--- src/hdl/mwam_pkg.sv ---
`default_nettype none
// ----------------------------------------------------------------------------
// mwam_pkg
// Shared types and constants for the clipped-window abs mean / max unit.
// ----------------------------------------------------------------------------
package mwam_pkg;

  localparam int VAL_W    = 16;
  localparam int RC_W     = 6;
  localparam int SIZE_W   = 7;
  localparam int HALF_W   = 3;
  localparam int CFG_IDX_W = 2;
  localparam int CFG_DAT_W = 7;

  localparam logic REQ_WRITE = 1'b0;
  localparam logic REQ_QUERY = 1'b1;

  localparam logic MODE_MEAN = 1'b0;
  localparam logic MODE_MAX  = 1'b1;

  localparam logic [CFG_IDX_W-1:0] CFG_SIZE = 2'd0;
  localparam logic [CFG_IDX_W-1:0] CFG_HALF = 2'd1;
  localparam logic [CFG_IDX_W-1:0] CFG_MODE = 2'd2;

  localparam logic [SIZE_W-1:0] SIZE_RST = 7'd64;
  localparam logic [HALF_W-1:0] HALF_RST = 3'd1;
  localparam logic              MODE_RST = MODE_MEAN;

  // controller -> datapath
  typedef struct packed {
    logic mem_wr;    // write request accepted
    logic load;      // query request accepted
    logic bounds;    // latch clipped window bounds
    logic walk;      // issue one window read
    logic div_init;
    logic div_step;
    logic out_load;
  } mwam_cmd_t;

  // datapath -> controller
  typedef struct packed {
    logic oob;
    logic is_mean;
    logic walk_last;
    logic div_last;
    logic out_free;
  } mwam_status_t;

endpackage : mwam_pkg
`default_nettype wire

--- src/hdl/mwam_ctrl.sv ---
`default_nettype none
// ----------------------------------------------------------------------------
// mwam_ctrl
// Sequencer: accepts requests, steps the window walk, the divider and the
// output load.
// ----------------------------------------------------------------------------
module mwam_ctrl (
  input  wire                    clk,
  input  wire                    rst,
  input  wire                    in_valid,
  output logic                   in_ready,
  input  wire                    req_type,
  input  mwam_pkg::mwam_status_t status,
  output mwam_pkg::mwam_cmd_t    cmd
);
  import mwam_pkg::*;

  typedef enum logic [2:0] {
    S_IDLE,
    S_SETUP,
    S_WALK,
    S_DRAIN,
    S_DIV_INIT,
    S_DIV,
    S_FINISH
  } state_t;

  state_t state;
  state_t state_next;

  assign in_ready = (state == S_IDLE);

  always_comb begin
    state_next   = state;
    cmd          = '0;
    unique case (state)
      S_IDLE: begin
        if (in_valid) begin
          if (req_type == REQ_QUERY) begin
            cmd.load   = 1'b1;
            state_next = S_SETUP;
          end else begin
            cmd.mem_wr = 1'b1;
          end
        end
      end
      S_SETUP: begin
        cmd.bounds = 1'b1;
        state_next = status.oob ? S_FINISH : S_WALK;
      end
      S_WALK: begin
        cmd.walk = 1'b1;
        if (status.walk_last) state_next = S_DRAIN;
      end
      // last read word is folded into the accumulator here
      S_DRAIN: begin
        state_next = status.is_mean ? S_DIV_INIT : S_FINISH;
      end
      S_DIV_INIT: begin
        cmd.div_init = 1'b1;
        state_next   = S_DIV;
      end
      S_DIV: begin
        cmd.div_step = 1'b1;
        if (status.div_last) state_next = S_FINISH;
      end
      S_FINISH: begin
        if (status.out_free) begin
          cmd.out_load = 1'b1;
          state_next   = S_IDLE;
        end
      end
      default: state_next = S_IDLE;
    endcase
  end

  always_ff @(posedge clk) begin
    if (rst) begin
      state <= S_IDLE;
    end else begin
      state <= state_next;
    end
  end

endmodule : mwam_ctrl
`default_nettype wire

--- config.mk ---
export PLATFORM = sky130hd
export DESIGN_NAME = mwam_ctrl
export DESIGN_NICKNAME = d
export VERILOG_FILES = /design/src/hdl/mwam_pkg.sv /design/src/hdl/mwam_ctrl.sv
export SDC_FILE = /design/constraint.sdc
export NUM_CORES = 1
export LEC_CHECK = 0
export BUFFER_PORTS_ARGS = -buffer_cell sky130_fd_sc_hd__buf_4
export CORE_AREA = 2 2 39 41
export DETAILED_ROUTE_END_ITERATION = 10
export DIE_AREA = 0 0 41 43
export MAX_ROUTING_LAYER = met4
export RECOVER_POWER = 100
export SYNTH_ARGS = -nofsm -noshare
export SYNTH_HDL_FRONTEND = slang
export SYNTH_SLANG_ARGS = --single-unit
export TNS_END_PERCENT = 30
--- constraint.sdc ---
create_clock -name clk -period 2.1 [get_ports clk]
set_input_delay 0.105 -clock clk [delete_from_list [all_inputs] [get_ports clk]]
set_output_delay 0.105 -clock clk [all_outputs]
set_load 0.005 [all_outputs]
* Yosys cells after proc, flatten, opt, wreduce, memory -nomap -nowiden
Cells that the tools add are included.
Word-level totals: bits in registers 3, output and inout bits 8, word-level logic and storage cells 32
Cells by class: eq/ne operators 11, multiplexer cells 18, reductions and logical operators 2
Operators with widths (count):
- one-hot mux 3 bit (7 select lines) | 1
- two-way mux 3 bit | 6
- == test 3 bit, second input constant | 3
- two-way mux 1 bit | 8
- inequality test 2 bit, second input constant | 4
- == test 3 x 2 -> 1 bit, second input constant | 2
- two-way mux 2 bit | 3
- AND reduction 5 bit | 1
- == test 3 x 1 -> 1 bit, second input constant | 1
- logical NOT 3 bit | 1
- inequality test 2 x 1 -> 1 bit, second input constant | 1

* Logic depth before layout (Yosys ltp)
Gate-level depths: netlist (run 1).
depth in word-level cells 3, mapped depth 4, gate-level depth less buffers 3

* Worst setup path after synthesis (run 1)
Ideal clock, no wire load.
kind reg2out, start point register state[1], end point output cmd[5] in the netlist's numbering, arrival time 0.858 ns, data required time 1.995 ns, path slack 1.137 ns, cell stages (with the launch flop) 4, path buffers 1, cell sequence dfxtp_1 -> buf_4 -> nor3_2 -> and3_1
RTL lines:
- start, declared | line mwam_ctrl.sv:28 | state_t state;
- start signal, assigned | line mwam_ctrl.sv:81 | state <= state_next;
- end, declared | line mwam_ctrl.sv:14 | output mwam_pkg::mwam_cmd_t cmd

==> results by group, run 1 <==
Route
  • WL/cell: a little over 9 um
  • DRC viols: 0
  • ANT nets after route: 0
  • Final WL: between 500 and 600 um
  • Total number of vias: between 200 and 300
  • Initial DRC Count: 5
  • DR vias/cell: 4.29
  • TritonRoute pass-1 iters: 4

GRT
  • Largest net degree at the start of global routing: 14
  • Initial antenna violation count: 0
  • All-Layer GR Usage: roughly 7.3%
  • Global-route wire length before repair: roughly 830 um
  • Grt ovf: 0
  • Vias in the first global route: ~210

Logic synthesis
  • Sequential element share of the synthesized area: about a quarter
  • Yosys synthesis warning count: 0
  • Top cell type's share of synthesized area: 23.5%
  • Syn_nets: 38
  • Yosys reg bits: 3
  • Post-synth EDFFs: 0
  • Post-Synthesis Cells: 29
  • Dominant cell type by area after synthesis: dfxtp_1
  • Avg Cell Area, Syn: roughly 8.8 um^2
  • Top cells by count, synth: 3 x dfxtp_1, 3 x nand2_1
  • Netlist Area Pre-Place: ~260 um^2
  • Unique masters post-synth: 21
  • Asr flop ratio synth: 0%
  • Prevailing post-synth register cell: dfxtp_1
  • Synth area leaders: dfxtp_1 24%, nor3_2 7.8%, and3b_1 6.9%, a221oi_2 5.9%, nor3b_1 5.9%

Placement
  • Port Buf Inserts: 16
  • Final HPWL DP: between 400 and 500 um
  • RePlAce Congestion: around 0.7

Clocking
  • Post-CTS Resized: 0
  • Skew-Pair Late Insertion Delay: ~0.23 ns
  • Total CTS buffers: 3
  • Root buffer cell: clkbuf_4
  • H-tree depth: 1
  • CTS tree: built
  • Clock transition at path regs: roughly 0.03 ns
  • Clk buf depth: 2
  • Clk sinks: 3
  • Post-CTS setup buffer count: 0
  • Hold-fix buffer count after cts: 0

STA
  • Fin crit share: 66.0%
  • Setup Skew: around 0.000016 ns
  • Final hold viol count: 0
  • Setup repair after global routing missed its margin: no
  • Slew headroom: 74.7%
  • Final Max Slew Viols: 0
  • Fmax: just over 0.7 GHz
  • Post-route minimum period: ~1.4 ns
  • Final setup fails: 0
  • Worst-Margin Slew: approximately 0.38 ns
  • Setup TNS: 0 ns

Floorplan
  • Die Wd: 41 um
  • Die ar.: between 1500 and 2000 um^2
  • Num rows: 14
  • Initial core utilization: between 10% and 20%
  • Core Area: 1380 um^2
  • Top Ports: 17
  • Die height: 43 um

Worst setup path
  • CP peak stage delay: around 0.39 ns
  • Worst setup EP type: primary output
  • Crit path buffers/inverters: 1
  • R2r setup slk: around 0.9 ns
  • Critical path, cell by cell: nor3_1, and3_1, clkbuf_4
  • CP Data Required Time: roughly 2 ns
  • CP arrival: approximately 1.3 ns
  • Worst path top cell family by delay: simple AND/OR/NAND/NOR gates
  • Worst Setup Start Kind: flip-flop
  • Critical-path top delay cell: dfxtp_1
  • Critical path peak fanout: 11
  • Critical path class: flip-flop to primary output

Cells and area
  • Largest Register: state
  • Share of cells above drive strength 1: between 40% and 50%
  • Top Registers: state: 3 flops
  • # diodes: 0
  • Nets: between 50 and 60
  • Area Overhead vs Synth: 50.0%
  • Fill cells: 165
  • Max FFs per register: 3

Worst hold path
  • Worst hold path type: input port to flip-flop

Power
  • VDD IR max: between 200 and 250 uV
  • PD cells: between 600 and 700 nW/um^2
  • Overall power: 0.231 mW
  • Lkg Pwr: ~0.17 nW

Job
  • Max cap viols: 0

Run status
  • Status: complete, no violations
[worst reg2reg max path: cells and delay by family (launching register included)]
family           cells  cell delay [ns]
AND/OR/NAND/NOR      2             0.41
AO/OA/AOI/OAI        1             0.20
flip-flops           1             0.49
[final cells by class]
| cell class | instances | area [um^2] | share of cell area [%] |
|---|---|---|---|
| Tap cell | 16 | 20.0 | 5.23 |
| Timing Repair Buffer | 16 | 120 | 31.4 |
| Multi-Input combinational cell | 23 | 156 | 40.8 |
| Sequential cell | 3 | 60.1 | 15.7 |
| Clock buffer | 4 | 26.3 | 6.86 |
[cell usage in the layout, fill, tap and decap left out, drive strengths merged]
cell type	n
nor2	2
o31ai	1
o21ai	1
nand2	3
clkbuf	8
o21bai	1
nor3b	3
nand3b	1
buf	12
nand3	1
dfxtp	3
and3b	2
nor3	2
and4b	1
a21oi	1
a221oi	1
and3	1
o211ai	1
nand2b	1
[cell families (layout without fill, tap and decap cells)]
family / after synthesis / in the layout / synth area share [%]
flops: 3 / 3 / 23.5
compound gates: 6 / 6 / 20.6
simple gates: 17 / 17 / 46.6
buf+inv: 3 / 20 / 9.31
[metal layers]
layer	share of wire, %	GRT usage [%]	vias to the layer above
li1	-	-	141
met1	49	9.94	113
met2	42	7.81	12
met3	9.8	3.14	0
met4	0	6.00	0
met5	0	-	-
[stage by stage]
| stage | util (%) | hold slack, ns | instance area (um^2) | worst slack [ns] | instances |
|---|---|---|---|---|---|
| 3_3_place_gp | 26.9 | 0.293 | 372 | 0.954 | 58 |
| 5_1_grt | 27.7 | 0.0495 | 383 | 0.634 | 62 |
| 6_report | 27.7 | 0.0561 | 383 | 0.714 | 62 |
| 4_1_cts | 28.8 | 0.0455 | 398 | 0.745 | 62 |
| 2_1_floorplan | - | 0.171 | 255 | 1.14 | 29 |
| 3_5_place_dp | 26.9 | 0.295 | 372 | 0.908 | 58 |
[final timing paths]
path	startpoint	to	cells past startpoint
setup / recovery	state[1]	cmd[5]	3
hold / removal	rst	state[0]	2
setup reg to reg	state[1]	state[0]	3
hold reg to reg	state[1]	state[1]	2
[power breakdown]
part | total, mW | internal, mW | switching (mW)
Sequential | 0.0745 | 0.0619 | 0.0125
Combinational | 0.0573 | 0.0367 | 0.0207
Clock | 0.0995 | 0.0711 | 0.0284
Note: power is estimated with default switching activity, not from simulation.
==> run 2, diff against run 1 <==
==> constraint.sdc (replaced) <==
create_clock -name clk -period 1.3 [get_ports clk]
set_input_delay 0.065 -clock clk [delete_from_list [all_inputs] [get_ports clk]]
set_output_delay 0.065 -clock clk [all_outputs]
set_load 0.005 [all_outputs]
==> run 2 against run 1 <==
Against the previous run:
- global-route usage grew 1.2 points
- worst hold slack got worse by 0.040 ns
- wire length grew 7.2%
==> results by group, run 2 (synthesis gave the netlist of run 1 again) <==
Run status
  • Status: complete, no violations

STA
  • Final Max Slew Viols: 0 (unchanged)
  • Final setup fails: 0 (unchanged)
  • Fmax: slightly above 0.8 GHz
  • Post-route minimum period: about 1.2 ns
  • Setup repair after global routing missed its margin: yes
  • Final hold viol count: 0 (unchanged)
  • Fin crit share: a little over nine tenths
  • Setup TNS: 0 ns (unchanged)
  • Worst-Margin Slew: 0.289 ns (-0.0891 ns)
  • Worst hold slack: 0.0160 ns (-0.0400 ns)
  • Setup Skew: 0.00143 ns (+0.00141 ns)
  • Setup ws final: 0.0660 ns (-0.648 ns)
  • Slew headroom: 80.5% (+5.8 points)

GRT
  • Grt ovf: 0 (unchanged)
  • Met2 Use GR: 10.6% (+2.8 points)
  • All-Layer GR Usage: 8.52% (+1.2 points)
  • Global route hottest layer: met2
  • Largest net degree at the start of global routing: 13 (-1)
  • GR Layer Usage met1: 8.95% (-0.99 points)
  • Met3 Use GR: 4.71% (+1.6 points)
  • Global-route wire length before repair: 903 um (+8.3%)
  • Vias in the first global route: 230 (+11%)
  • Initial antenna violation count: 0 (unchanged)

Clocking
  • H-tree depth: 1 (unchanged)
  • Skew-Pair Late Insertion Delay: 0.23 ns (about the same)
  • Post-CTS setup buffer count: 0 (unchanged)
  • Clk buf depth: 2 (unchanged)
  • Clk sinks: 3 (unchanged)
  • Total CTS buffers: 3 (unchanged)
  • Root buffer cell: clkbuf_4
  • CTS tree: built
  • Clock transition at path regs: 0.04 ns (about the same)

Cells and area
  • # diodes: 0 (unchanged)
  • Max FFs per register: 3 (unchanged)
  • Largest Register: state
  • Share of cells above drive strength 1: 56.3% (+11 points)
  • Post-layout util: 30.2% (+2.5 points)
  • Nets: 58 (+3.6%)
  • Top Registers: state: 3 flops
  • Layout Cells excl Fill: 64 (+3.2%)
  • Commonest non-fill, non-tap cell in the layout: buf_4
  • Most frequent cells in the layout: 17 x buf_4, 3 x nand2_1, 3 x clkbuf_4
  • Finished Cell Area: 418 um^2 (+9.2%)
  • Area Overhead vs Synth: 63.7%

Route
  • DR vias/cell: 4.36 (+1.6%)
  • TritonRoute pass-1 iters: 4 (unchanged)
  • ANT nets after route: 0 (unchanged)
  • Final WL: 614 um (+7.2%)
  • Total number of vias: 279 (+4.9%)
  • WL/cell: 9.59 um (+3.8%)
  • DRC viols: 0 (unchanged)
  • Initial DRC Count: 1 (-4)

Placement
  • Final HPWL DP: 480 um (+10%)
  • DP Worst Slack: 0.201 ns (-0.707 ns)
  • Port Buf Inserts: 16 (unchanged)
  • Cell Area, Placed: 379 um^2 (+2.0%)
  • RePlAce Congestion: 0.738 (+5.2%)
  • Placed insts: 59 (+1.7%)

Worst setup path
  • CP Data Required Time: 1.24 ns (-0.76 ns)
  • Worst Setup Start Kind: flip-flop
  • Worst setup EP type: primary output
  • Critical-path top delay cell: dfxtp_1
  • CP arrival: 1.17 ns (-0.11 ns)
  • CP dominant cell by count: buf_4
  • CP peak stage delay: 0.39 ns (about the same)
  • Critical path class: flip-flop to primary output
  • Critical path peak fanout: 10 (-1)
  • Critical path, cell by cell: buf_4, nor3b_1, buf_4

Power
  • PD cells: 936 nW/um^2 (+55%)
  • Logic pwr share: 28.2% (+3.4 points)
  • Sw frac: 27.4% (+0.79 points)
  • Lkg Pwr: 0.191 nW (+13%)
  • Clk network pwr share: 41.8% (-1.2 points)
  • Overall power: 0.391 mW (+69%)
  • VDD IR max: 578 uV (+160%)
  • Reg power frac: 30.0% (-2.2 points)
  • Internal power: 0.284 mW (+67%)
  • Sw Pwr: 0.107 mW (+74%)

Floorplan
  • Top Ports: 17 (unchanged)
  • Die height: 43 um (unchanged)
  • Die ar.: 1760 um^2 (unchanged)
  • Die Wd: 41 um (unchanged)
  • Core Area: 1380 um^2 (unchanged)
  • Initial core utilization: 18.4% (unchanged)
  • Num rows: 14 (unchanged)

Worst hold path
  • Worst hold path type: input port to flip-flop

Job
  • Max cap viols: 0 (unchanged)
## run 2: repair_timing
action	4_1_cts	5_1_grt
hold buffers	0	1
endpoints found under the setup margin	0	4
resized for setup	0	2
endpoints found under the hold margin	0	1
## run 2: power groups by stage
| stage | Sequential [mW] | Combinational, mW | Clock [mW] |
|---|---|---|---|
| 2_1_floorplan | 0.106 | 0.0667 | 0 |
| 3_3_place_gp | 0.117 | 0.108 | 0 |
| 3_5_place_dp | 0.118 | 0.109 | 0 |
| 4_1_cts | 0.117 | 0.109 | 0.176 |
| 5_1_grt | 0.120 | 0.122 | 0.186 |
| 6_report | 0.117 | 0.110 | 0.163 |
## run 2: cell type report
class,count,area (um^2)
well taps,16,20.0
repair buffers,18,138
multi-input cells,23,171
clock buffers,4,26.3
fillers,154,966
flip-flops and latches,3,62.6
## run 2: path summary, 6_finish.rpt
check / from / end / slack [ns] / depth (start not counted)
worst max register to register: state[1] / state[0] / 0.31 / 3
worst min-delay path: status[1] / state[0] / 0.02 / 2
worst max-delay path: state[0] / cmd[4] / 0.07 / 3
worst min register to register: state[1] / state[1] / 0.55 / 2
## run 2: worst max-delay path: cells and delay by family, from the launching register on
family	cells	cell delay [ns]
DFF	1	0.39
buffers and inverters	2	0.34
and+or+nand+nor	1	0.20
## run 2: metal layers
metal / part of all wire [%] / vias to the layer above / wire, um
met4: 0 / 0 / 0
met1: 39 / 124 / 241
met3: 9.8 / 0 / 60
met5: 0 / - / 0
met2: 51 / 11 / 312
li1: - / 144 / -
